===== config.mk =====
export PLATFORM = sky130hd
export DESIGN_NAME = midi_track_event_parser
export DESIGN_NICKNAME = d
export VERILOG_FILES = /design/src/hdl/mtep_pkg.sv /design/src/hdl/mtep_front.sv /design/src/hdl/mtep_back.sv /design/src/hdl/midi_track_event_parser.sv
export SDC_FILE = /design/constraint.sdc
export NUM_CORES = 2
export LEC_CHECK = 0
export BUFFER_PORTS_ARGS = -buffer_cell sky130_fd_sc_hd__buf_2
export CORE_ASPECT_RATIO = 1.25
export CORE_UTILIZATION = 45
export CTS_CLUSTER_DIAMETER = 150
export DETAILED_ROUTE_END_ITERATION = 12
export GPL_TIMING_DRIVEN = 0
export MAX_ROUTING_LAYER = met4
export PLACE_DENSITY = 0.66
export SETUP_SLACK_MARGIN = 0.1
export SYNTH_ARGS = -nofsm -noshare
export SYNTH_HDL_FRONTEND = slang
export SYNTH_SLANG_ARGS = --single-unit

===== constraint.sdc =====
create_clock -name clk -period 11.55 [get_ports clk]
set_clock_uncertainty 0.15 [all_clocks]
set_input_delay 2.31 -clock clk [delete_from_list [all_inputs] [get_ports clk]]
set_output_delay 2.31 -clock clk [all_outputs]
set_load 0.05 [all_outputs]

===== src/hdl/mtep_pkg.sv =====
`default_nettype none
package mtep_pkg;

  localparam int unsigned SysexKeep = 20;
  localparam int unsigned QueueDepth = 4;

  // Status bytes and meta event types that the parser acts on.
  localparam logic [7:0] StSysex   = 8'hF0;
  localparam logic [7:0] StMeta    = 8'hFF;
  localparam logic [7:0] MetaTempo = 8'h51;
  localparam logic [7:0] MetaEot   = 8'h2F;

  typedef enum logic [2:0] {
    EV_CHAN      = 3'd0,
    EV_SYX_BYTE  = 3'd1,
    EV_SYX_END   = 3'd2,
    EV_TEMPO     = 3'd3,
    EV_END_TRACK = 3'd4,
    EV_EXHAUSTED = 3'd5,
    EV_STRAY     = 3'd6
  } ev_kind_t;

  typedef enum logic [9:0] {
    PH_IDLE      = 10'b0000000001,
    PH_DELTA     = 10'b0000000010,
    PH_STATUS    = 10'b0000000100,
    PH_DATA1     = 10'b0000001000,
    PH_DATA2     = 10'b0000010000,
    PH_SYX_LEN   = 10'b0000100000,
    PH_SYX_DATA  = 10'b0001000000,
    PH_META_TYPE = 10'b0010000000,
    PH_META_LEN  = 10'b0100000000,
    PH_META_DATA = 10'b1000000000
  } phase_t;

  // One result item as carried between the parser and the output stage.
  typedef struct packed {
    logic [2:0]  event_kind;
    logic [15:0] track_index;
    logic [31:0] delta_ticks;
    logic [31:0] total_ticks;
    logic [3:0]  status_nibble;
    logic [3:0]  channel_no;
    logic [7:0]  first_data;
    logic [7:0]  second_data;
    logic [23:0] long_value;
    logic        bank_select;
    logic        length_error;
    logic        last_of_run;
  } result_t;

  // Work from one input transfer: up to two results.
  typedef struct packed {
    logic    two;
    result_t r0;
    result_t r1;
  } work_t;

endpackage
`default_nettype wire


===== src/hdl/mtep_front.sv =====
`default_nettype none
module mtep_front import mtep_pkg::*; (
  input  wire logic        clk,
  input  wire logic        rst_n,
  input  wire logic        fire,
  input  wire logic        kind,
  input  wire logic [31:0] track_length,
  input  wire logic [15:0] track_number,
  input  wire logic [7:0]  data_byte,
  output logic             emit,
  output work_t            work
);

  phase_t      phase_r, phase_nxt;
  logic [31:0] vlq_r, vlq_nxt, delta_r, delta_nxt, total_r, total_nxt;
  logic [31:0] left_r, left_nxt, plen_r, plen_nxt, ppos_r, ppos_nxt;
  logic [3:0]  rnib_r, rnib_nxt, rch_r, rch_nxt;
  logic [7:0]  cur_r, cur_nxt, held_r, held_nxt, mtype_r, mtype_nxt;
  logic [23:0] tempo_r, tempo_nxt;
  logic [15:0] tid_r, tid_nxt;
  logic        ovr_r, ovr_nxt;

  logic [31:0] vlq_sh;
  logic [31:0] ppos_inc;
  logic [3:0]  bnib;
  logic        n;
  result_t     res [2];

  function automatic result_t mk(input logic [2:0] k, input logic [15:0] tid,
                                 input logic [31:0] dl, input logic [31:0] tt,
                                 input logic [3:0] nb, input logic [3:0] ch,
                                 input logic [7:0] d1, input logic [7:0] d2,
                                 input logic [23:0] lv, input logic bk,
                                 input logic le);
    result_t r;
    r.event_kind = k; r.track_index = tid; r.delta_ticks = dl;
    r.total_ticks = tt; r.status_nibble = nb; r.channel_no = ch;
    r.first_data = d1; r.second_data = d2; r.long_value = lv;
    r.bank_select = bk; r.length_error = le; r.last_of_run = 1'b0;
    return r;
  endfunction

  always_comb begin
    logic       cnt;
    logic [7:0] sts, d1, d2;
    logic [3:0] nb;
    logic       bk, fin, ovr_now, left0;
    phase_nxt = phase_r; vlq_nxt = vlq_r; delta_nxt = delta_r;
    total_nxt = total_r; left_nxt = left_r; plen_nxt = plen_r; ppos_nxt = ppos_r;
    rnib_nxt = rnib_r; rch_nxt = rch_r; cur_nxt = cur_r; held_nxt = held_r;
    mtype_nxt = mtype_r; tempo_nxt = tempo_r; tid_nxt = tid_r; ovr_nxt = ovr_r;
    res[0] = '0; res[1] = '0;
    n = 1'b0; cnt = 1'b0; fin = 1'b0;
    sts = cur_r; d1 = '0; d2 = '0; nb = '0; bk = 1'b0;
    vlq_sh = {vlq_r[24:0], data_byte[6:0]};
    ppos_inc = ppos_r + 32'd1;
    bnib = data_byte[7:4];
    ovr_now = ovr_r; left0 = 1'b0;
    emit = 1'b0;
    if (fire) begin
      if (!kind) begin
        phase_nxt = (track_length == '0) ? PH_IDLE : PH_DELTA;
        vlq_nxt = '0; delta_nxt = '0; total_nxt = '0; left_nxt = track_length;
        plen_nxt = '0; ppos_nxt = '0; rnib_nxt = '0; rch_nxt = '0; cur_nxt = '0;
        held_nxt = '0; mtype_nxt = '0; tempo_nxt = '0; tid_nxt = track_number;
        ovr_nxt = 1'b0;
        if (track_length == '0) begin
          res[0] = mk(EV_EXHAUSTED, track_number, '0, '0, '0, '0, '0, '0, '0,
                      1'b0, 1'b0);
          cnt = 1'b1;
        end
      end else if (phase_r == PH_IDLE) begin
        res[0] = mk(EV_STRAY, tid_r, delta_r, total_r, '0, '0, data_byte, '0, '0,
                    1'b0, 1'b0);
        cnt = 1'b1;
      end else begin
        logic chan, stray, syx0, syxend, syxb, mend;
        chan = 1'b0; stray = 1'b0; syx0 = 1'b0; syxend = 1'b0; syxb = 1'b0;
        mend = 1'b0;
        if (left_r == '0) ovr_now = 1'b1;
        else left_nxt = left_r - 32'd1;
        ovr_nxt = ovr_now;
        left0 = (left_nxt == '0);
        unique case (phase_r)
          PH_DELTA: begin
            vlq_nxt = vlq_sh;
            if (!data_byte[7]) begin
              delta_nxt = vlq_sh; total_nxt = total_r + vlq_sh;
              phase_nxt = PH_STATUS;
            end
          end
          PH_STATUS: begin
            if (!data_byte[7]) begin
              sts = {rnib_r, rch_r}; cur_nxt = sts;
              if (rnib_r == 4'hC || rnib_r == 4'hD) begin
                chan = 1'b1; d1 = data_byte; d2 = '0;
              end else if (rnib_r >= 4'h8 && rnib_r <= 4'hE) begin
                held_nxt = data_byte; phase_nxt = PH_DATA2;
              end else begin
                stray = 1'b1;
              end
            end else if (bnib != 4'hF) begin
              cur_nxt = data_byte; rnib_nxt = bnib; rch_nxt = data_byte[3:0];
              phase_nxt = PH_DATA1;
            end else if (data_byte == StSysex) begin
              vlq_nxt = '0; phase_nxt = PH_SYX_LEN;
            end else if (data_byte == StMeta) begin
              phase_nxt = PH_META_TYPE;
            end else begin
              fin = 1'b1;
            end
          end
          PH_DATA1: begin
            if (cur_r[7:4] == 4'hC || cur_r[7:4] == 4'hD) begin
              chan = 1'b1; d1 = data_byte; d2 = '0;
            end else begin
              held_nxt = data_byte; phase_nxt = PH_DATA2;
            end
          end
          PH_DATA2: begin
            chan = 1'b1; d1 = held_r; d2 = data_byte;
          end
          PH_SYX_LEN: begin
            vlq_nxt = vlq_sh;
            if (!data_byte[7]) begin
              plen_nxt = vlq_sh; ppos_nxt = '0;
              if (vlq_sh == '0) syx0 = 1'b1;
              else phase_nxt = PH_SYX_DATA;
            end
          end
          PH_SYX_DATA: begin
            if (plen_r == '0 || ppos_r == plen_r - 32'd1) syxend = 1'b1;
            else begin
              syxb = (ppos_r < 32'(SysexKeep));
              ppos_nxt = ppos_inc;
            end
          end
          PH_META_TYPE: begin
            mtype_nxt = data_byte; vlq_nxt = '0; phase_nxt = PH_META_LEN;
          end
          PH_META_LEN: begin
            vlq_nxt = vlq_sh;
            if (!data_byte[7]) begin
              plen_nxt = vlq_sh; ppos_nxt = '0; tempo_nxt = '0;
              if (vlq_sh == '0) mend = 1'b1;
              else phase_nxt = PH_META_DATA;
            end
          end
          PH_META_DATA: begin
            if (mtype_r == MetaTempo) tempo_nxt = {tempo_r[15:0], data_byte};
            ppos_nxt = ppos_inc;
            if (ppos_inc == plen_r) mend = 1'b1;
          end
          default: phase_nxt = PH_IDLE;
        endcase
        if (chan) begin
          nb = sts[7:4];
          if (nb == 4'h9 && d2 == '0) nb = 4'h8;
          if (nb == 4'hB && (d1 == 8'd0 || d1 == 8'd32)) begin
            d1 = d2; d2 = '0; bk = 1'b1;
          end
          res[0] = mk(EV_CHAN, tid_r, delta_nxt, total_nxt, nb, sts[3:0], d1, d2,
                      '0, bk, ovr_now);
          cnt = 1'b1; fin = 1'b1;
        end
        if (stray) begin
          res[0] = mk(EV_STRAY, tid_r, delta_nxt, total_nxt, '0, '0, data_byte, '0,
                      '0, 1'b0, ovr_now);
          cnt = 1'b1; fin = 1'b1;
        end
        if (syx0) begin
          res[0] = mk(EV_SYX_END, tid_r, delta_nxt, total_nxt, '0, '0, '0, '0, '0,
                      1'b0, ovr_now);
          cnt = 1'b1; fin = 1'b1;
        end
        if (syxend) begin
          res[0] = mk(EV_SYX_END, tid_r, delta_nxt, total_nxt, '0, '0,
                      (ppos_r < 32'(SysexKeep)) ? data_byte : 8'd0, '0,
                      (plen_r < 32'(SysexKeep)) ? plen_r[23:0] : 24'(SysexKeep),
                      1'b0, ovr_now);
          cnt = 1'b1; fin = 1'b1;
        end
        if (syxb) begin
          res[0] = mk(EV_SYX_BYTE, tid_r, delta_nxt, total_nxt, '0, '0, data_byte,
                      '0, ppos_r[23:0], 1'b0, ovr_now);
          cnt = 1'b1;
        end
        if (mend) begin
          if (mtype_nxt == MetaTempo) begin
            res[0] = mk(EV_TEMPO, tid_r, delta_nxt, total_nxt, '0, '0, '0, '0,
                        tempo_nxt, 1'b0, ovr_now);
            cnt = 1'b1; fin = 1'b1;
          end else if (mtype_nxt == MetaEot) begin
            res[0] = mk(EV_END_TRACK, tid_r, delta_nxt, total_nxt, '0, '0, '0, '0,
                        '0, 1'b0, ovr_now | ~left0);
            cnt = 1'b1; phase_nxt = PH_IDLE;
          end else begin
            fin = 1'b1;
          end
        end
        if (fin) begin
          if (ovr_now || left0) begin
            phase_nxt = PH_IDLE;
            if (cnt) begin
              res[1] = mk(EV_EXHAUSTED, tid_r, delta_nxt, total_nxt, '0, '0, '0,
                          '0, '0, 1'b0, ovr_now);
              n = 1'b1;
            end else begin
              res[0] = mk(EV_EXHAUSTED, tid_r, delta_nxt, total_nxt, '0, '0, '0,
                          '0, '0, 1'b0, ovr_now);
              cnt = 1'b1;
            end
          end else begin
            phase_nxt = PH_DELTA; vlq_nxt = '0;
          end
        end
      end
      emit = cnt;
    end
    if (n) res[1].last_of_run = 1'b1;
    else res[0].last_of_run = 1'b1;
    work.two = n;
    work.r0 = res[0];
    work.r1 = res[1];
  end

  always_ff @(posedge clk) begin
    if (!rst_n) begin
      phase_r <= PH_IDLE; vlq_r <= '0; delta_r <= '0; total_r <= '0; left_r <= '0;
      plen_r <= '0; ppos_r <= '0; rnib_r <= '0; rch_r <= '0; cur_r <= '0;
      held_r <= '0; mtype_r <= '0; tempo_r <= '0; tid_r <= '0; ovr_r <= 1'b0;
    end else begin
      phase_r <= phase_nxt; vlq_r <= vlq_nxt; delta_r <= delta_nxt;
      total_r <= total_nxt; left_r <= left_nxt; plen_r <= plen_nxt;
      ppos_r <= ppos_nxt; rnib_r <= rnib_nxt; rch_r <= rch_nxt; cur_r <= cur_nxt;
      held_r <= held_nxt; mtype_r <= mtype_nxt; tempo_r <= tempo_nxt;
      tid_r <= tid_nxt; ovr_r <= ovr_nxt;
    end
  end

  a_onehot: assert property (@(posedge clk) disable iff (!rst_n) $onehot(phase_r))
    else $error("phase not one-hot");
  a_start: assert property (@(posedge clk) disable iff (!rst_n)
      fire && !kind |=> !ovr_r) else $error("overrun survived track start");
  a_two: assert property (@(posedge clk) disable iff (!rst_n)
      work.two |-> work.r1.event_kind == EV_EXHAUSTED)
    else $error("second result is not length exhausted");

endmodule
`default_nettype wire


===== src/hdl/mtep_back.sv =====
`default_nettype none
module mtep_back import mtep_pkg::*; #(
  parameter int unsigned Depth = QueueDepth
) (
  input  wire logic clk,
  input  wire logic rst_n,
  input  wire logic push,
  input  work_t     push_work,
  output logic      space,
  output logic      res_valid,
  input  wire logic res_ready,
  output result_t   res
);

  localparam int unsigned Aw = (Depth > 1) ? $clog2(Depth) : 1;

  work_t            mem_r [Depth];
  logic [Aw-1:0]    wp_r, rp_r;
  logic [Aw:0]      cnt_r;
  logic             sub_r;
  logic             pop;
  work_t            head;

  assign head = mem_r[rp_r];
  assign res_valid = (cnt_r != '0);
  assign res = sub_r ? head.r1 : head.r0;
  // Ready while at least one slot is free, so a push never overflows.
  assign space = (cnt_r < (Aw+1)'(Depth));
  assign pop = res_valid && res_ready && (!head.two || sub_r);

  always_ff @(posedge clk) begin
    if (push) mem_r[wp_r] <= push_work;
  end

  always_ff @(posedge clk) begin
    if (!rst_n) begin
      wp_r <= '0; rp_r <= '0; cnt_r <= '0; sub_r <= 1'b0;
    end else begin
      if (push) wp_r <= (wp_r == Aw'(Depth - 1)) ? '0 : wp_r + Aw'(1);
      if (pop) rp_r <= (rp_r == Aw'(Depth - 1)) ? '0 : rp_r + Aw'(1);
      cnt_r <= cnt_r + (Aw+1)'(push) - (Aw+1)'(pop);
      if (res_valid && res_ready) sub_r <= head.two && !sub_r;
    end
  end

  a_nofull: assert property (@(posedge clk) disable iff (!rst_n)
      push |-> cnt_r < (Aw+1)'(Depth)) else $error("queue overflow");
  a_sub: assert property (@(posedge clk) disable iff (!rst_n)
      sub_r |-> res_valid && head.two) else $error("bad second-result state");
  a_empty: assert property (@(posedge clk) disable iff (!rst_n)
      cnt_r == '0 |-> !sub_r) else $error("sub index set on empty queue");

endmodule
`default_nettype wire


===== src/hdl/midi_track_event_parser.sv =====
`default_nettype none
// Channel  Dir  Fields
// in_      in   tdata: track_length[31:0] track_number[47:32] data_byte[55:48]; tuser: kind
// out_     out  tuser: event_kind; tdata: track_index .. length_error (see port);
//               tlast: last_of_run
//
// Each input transfer is parsed in the cycle it is accepted; the front end has
// no multi-cycle work, so one byte is taken every cycle while the queue has space.
// A result is queued as its transfer is accepted and is offered on out_ once the
// earlier entries have drained. Results go into a four-entry queue; an item that
// causes two results drains as two output transfers, so the sustained rate is set
// by the output side. in_tready drops only when the queue is full. Reset (rst_n
// low, synchronous) puts the parser idle with no track open and empties the queue.
module midi_track_event_parser import mtep_pkg::*; #(
  parameter int unsigned QDepth = QueueDepth
) (
  input  wire logic         clk,
  input  wire logic         rst_n,
  input  wire logic         in_tvalid,
  output logic              in_tready,
  // track_length[31:0], track_number[47:32], data_byte[55:48]
  input  wire logic [55:0]  in_tdata,
  // kind
  input  wire logic         in_tuser,
  output logic              out_tvalid,
  input  wire logic         out_tready,
  // track_index[15:0], delta_ticks[47:16], total_ticks[79:48],
  // status_nibble[83:80], channel_no[87:84], first_data[95:88],
  // second_data[103:96], long_value[127:104], bank_select[128],
  // length_error[129], zero fill [135:130]
  output logic [135:0]      out_tdata,
  // event_kind[2:0]
  output logic [2:0]        out_tuser,
  output logic              out_tlast
);

  logic    fire, emit, space;
  work_t   work;
  result_t res;

  assign in_tready = space;
  assign fire = in_tvalid && in_tready;

  mtep_front u_front (
    .clk(clk), .rst_n(rst_n), .fire(fire), .kind(in_tuser),
    .track_length(in_tdata[31:0]), .track_number(in_tdata[47:32]),
    .data_byte(in_tdata[55:48]), .emit(emit), .work(work)
  );

  mtep_back #(.Depth(QDepth)) u_back (
    .clk(clk), .rst_n(rst_n), .push(emit), .push_work(work), .space(space),
    .res_valid(out_tvalid), .res_ready(out_tready), .res(res)
  );

  assign out_tdata = {6'b000000, res.length_error, res.bank_select, res.long_value,
                      res.second_data, res.first_data, res.channel_no,
                      res.status_nibble, res.total_ticks, res.delta_ticks,
                      res.track_index};
  assign out_tuser = res.event_kind;
  assign out_tlast = res.last_of_run;

endmodule
`default_nettype wire

==> results.toml <==
[outcome]
status = "finished with violations"
violations = "max-capacitance violations, max-slew violations"

[sta]
finalCriticalPeriod_ps = 7600
hold_ws_ps = 318
tightest_slew_ps = 1530
grt_setup_unrepaired = "false"
finalCritPeriodShare_pct = 65.8
max_freq_mhz = 132
max_slew_margin_pct = -2.08
setup_viol = 0
slew_violations = 22
fin_setup_tns_ps = 0
hold_violations = 0

[clock_tree]
cts_resized = 0
clock_latency_ps = 750
clockRootBuffer = "clkbuf_16"
cts_buffers = 107
clkTransAtPathRegs_ps = 60
cts_hold_buf = 0
clockBufferDepth = 3
post_cts_buffers = 0
h-tree-depth = 3
cts_tree = "built"
cts_sinks = 1142

[drt]
drt_iter0_drc = 3904
num_vias = 36300
wire_per_inst_um = 27.3
post_drt_via_cell_ratio = 6.06
route.detailed.drc = 0
wl_um = 163000
drt_first_pass_iters = 6
drtAntennaViolNets = 0

[synth]
syn-cell-area_um2 = 51900
async_reset_ff_share_pct = 0
yosys_warnings = 0
synthTopCellsByArea = "edfxtp_1 50%, dfxtp_1 11%, mux4_2 9.4%, nand2_1 4.9%, a21oi_1 1.9%"
synthTopCellsByCount = "864 x edfxtp_1, 673 x nand2_1, 278 x dfxtp_1, 216 x mux4_2, 203 x nor2_1"
synth_top_cell_by_area = "edfxtp_1"
synth_flop_cell = "edfxtp_1"
ys_seq_area_share_pct = 60.7
synth_enable_flop_cells = 864
syn_inst = 4099
synth_seq_cells = 1142
yosysMostFrequentCell = "edfxtp_1"
yosys.cell_types.count = 99
synth_top_area_share_pct = 50.0
syn_area_per_cell_um2 = 12.7

[worst_setup_path]
arrival_ps = 7850
critPathKind = "input port to flip-flop"
startpoint_type = "input port"
end_kind = "flip-flop"
reg2reg_setup_slack_ps = 4150
reg2reg_to = "u_back.mem_r[0][105]"
critPathMaxFanout = 50
r2r_cells = 16
r2r_start = "u_front.ppos_r[0]"
required_ps = 11810

[finish]
final_util_pct = 51.8
synthToLayoutAreaGrowth_pct = 13.5
num-nets-final = 4534
regArea_um2 = 31500
drive_above_1_share_pct = 15.5
multiInputGateArea_um2 = 19100
fill_cells = 9726

[global_routing]
grt_max_degree = 57
grt_antenna_before_repair = 9
grt_pass1_wl_um = 237000
gr-total-overflow = 0
first_global_vias = 35400
grt.total_usage_pct = 28.5

[power_and_ir_drop]
power_density_nw_per_um2 = 183
leakage_nw = 19.3
vdd_drop_max_mv = 0.139

[floorplanning]
core_um2 = 114000
io_pins = 203
initial_core_util_pct = 45.6
dieArea_um2 = 117000
die_h_um = 382
die_x_um = 306
core.rowCount = 138

[placed_design]
io_buffers = 194
hpwl_um = 116000
routabilityCongestion = 0.997

[job]
drv_cap = 3

[hold_path]
hold_path.class = "flip-flop to flip-flop"
min_path_cells = 2
hp-start = "u_front.tid_r[9]"
min_to = "u_front.tid_r[9]"
flip-flops by register name, summed over array words and instances (netlist names), 2 cells and up, named ones only:
| register | cells |
|---|---|
| u_back.mem_r | 864 |
| u_front.ppos_r | 32 |
| u_front.cur_r | 8 |
| u_front.rch_r | 4 |
| u_front.phase_r | 10 |
| u_front.tempo_r | 24 |
| u_front.plen_r | 32 |
| u_front.delta_r | 32 |
| u_back.rp_r | 2 |
| u_front.rnib_r | 4 |
| u_front.vlq_r | 25 |
| u_front.mtype_r | 8 |
| u_back.wp_r | 2 |
| u_front.total_r | 32 |
| u_front.held_r | 8 |
| u_front.left_r | 32 |
| u_back.cnt_r | 3 |
| u_front.tid_r | 16 |
worst max-delay path, stage by stage:
cell,delay (ps)
buf_2,240
or4_1,610
or4_1,580
nor2_1,140
nand4_1,240
nor3_1,310
a41oi_1,210
o21ai_2,480
a2111oi_4,290
a21oi_1,560
and2_4,740
buf_16,320
buf_16,310
buf_16,280
kinds of logic after synthesis:
kind of cell | count (synthesis) | synth area share [%]
buf+inv | 338 | 2.64
fa+ha+maj | 45 | 1.11
mux | 238 | 9.80
compound gates | 768 | 10.2
simple gates | 1455 | 13.6
other cells | 1 | 0.00722
flops | 1142 | 60.7
xor+xnor | 112 | 1.89
power breakdown:
group          total (mW)  leakage (nW)  switching [mW]  internal, mW
Sequential           4.63          10.1          0.0654          4.56
Combinational        2.49          7.51            1.77         0.729
Clock                3.64          1.74            1.60          2.04
Total                10.8          19.3            3.43          7.33
layer usage:
layer | track usage, % | share of wire, % | vias to the layer above | wire [um]
li1 | - | - | 16200 | -
met1 | 34.2 | 39 | 18200 | 63000
met2 | 46.9 | 50 | 1543 | 81000
met3 | 3.80 | 6.2 | 379 | 10100
met4 | 15.3 | 5.7 | 0 | 9340
met5 | - | 0 | - | 0
cell usage in the layout (no fill, tap or decap), types with 19 or more instances in the layout:
cell         n
a211oi_1    19
nor3_1      57
mux4_2     216
clkbuf_16  111
ha_1        43
and3_1      19
mux2i_1     19
edfxtp_1   864
clkbuf_1   208
nor2b_1    123
and2_1      82
xor2_1      35
xnor2_1     77
or3_1       21
a22oi_1    108
nand4_1     35
a21o_1      26
a31oi_1     20
a22o_1      34
nand3_1     74
o21ai_0     90
nor2_1     203
dfxtp_1    278
inv_1       52
buf_2      224
a21boi_0    97
a21oi_1    192
buf_1       51
nor4_1      44
nand2_1    673
worst max path at each step:
stage	depth (start not counted)	start	endpoint	slack, ps
6_report	14	in_tdata[49]	u_back.mem_r[0][105]	3950
5_1_grt	14	in_tdata[49]	u_back.mem_r[0][109]	3790
4_1_cts	7	flip-flop	out_tdata[72]	4050
3_5_place_dp	14	in_tdata[49]	u_back.mem_r[0][226]	3350
3_3_place_gp	11	in_tdata[49]	u_back.mem_r[0][226]	-4380
2_1_floorplan	11	in_tdata[49]	u_back.mem_r[1][100]	1240
per-stage QoR:
stage	instance area [um^2]	worst slack, ps	instances	power, mW
5_1_grt	58900	3790	5991	11.1
6_report	58900	3950	5993	10.8
4_1_cts	58800	4050	5984	10.8
3_5_place_dp	55200	3350	5786	7.21
3_3_place_gp	54700	-4380	5768	7.24
2_1_floorplan	51900	1240	4104	6.47
layout make-up:
type,instances,area share [%]
Antenna cell,6,0.0255
Buffer,284,1.98
Clock buffer,137,4.95
Clock inverter,61,1.18
Inverter,54,0.344
Multi-Input combinational cell,2624,32.4
Sequential cell,1142,53.5
Tap cell,1470,3.12
Timing Repair Buffer,215,2.54
Note: power is estimated with default switching activity, not from simulation.
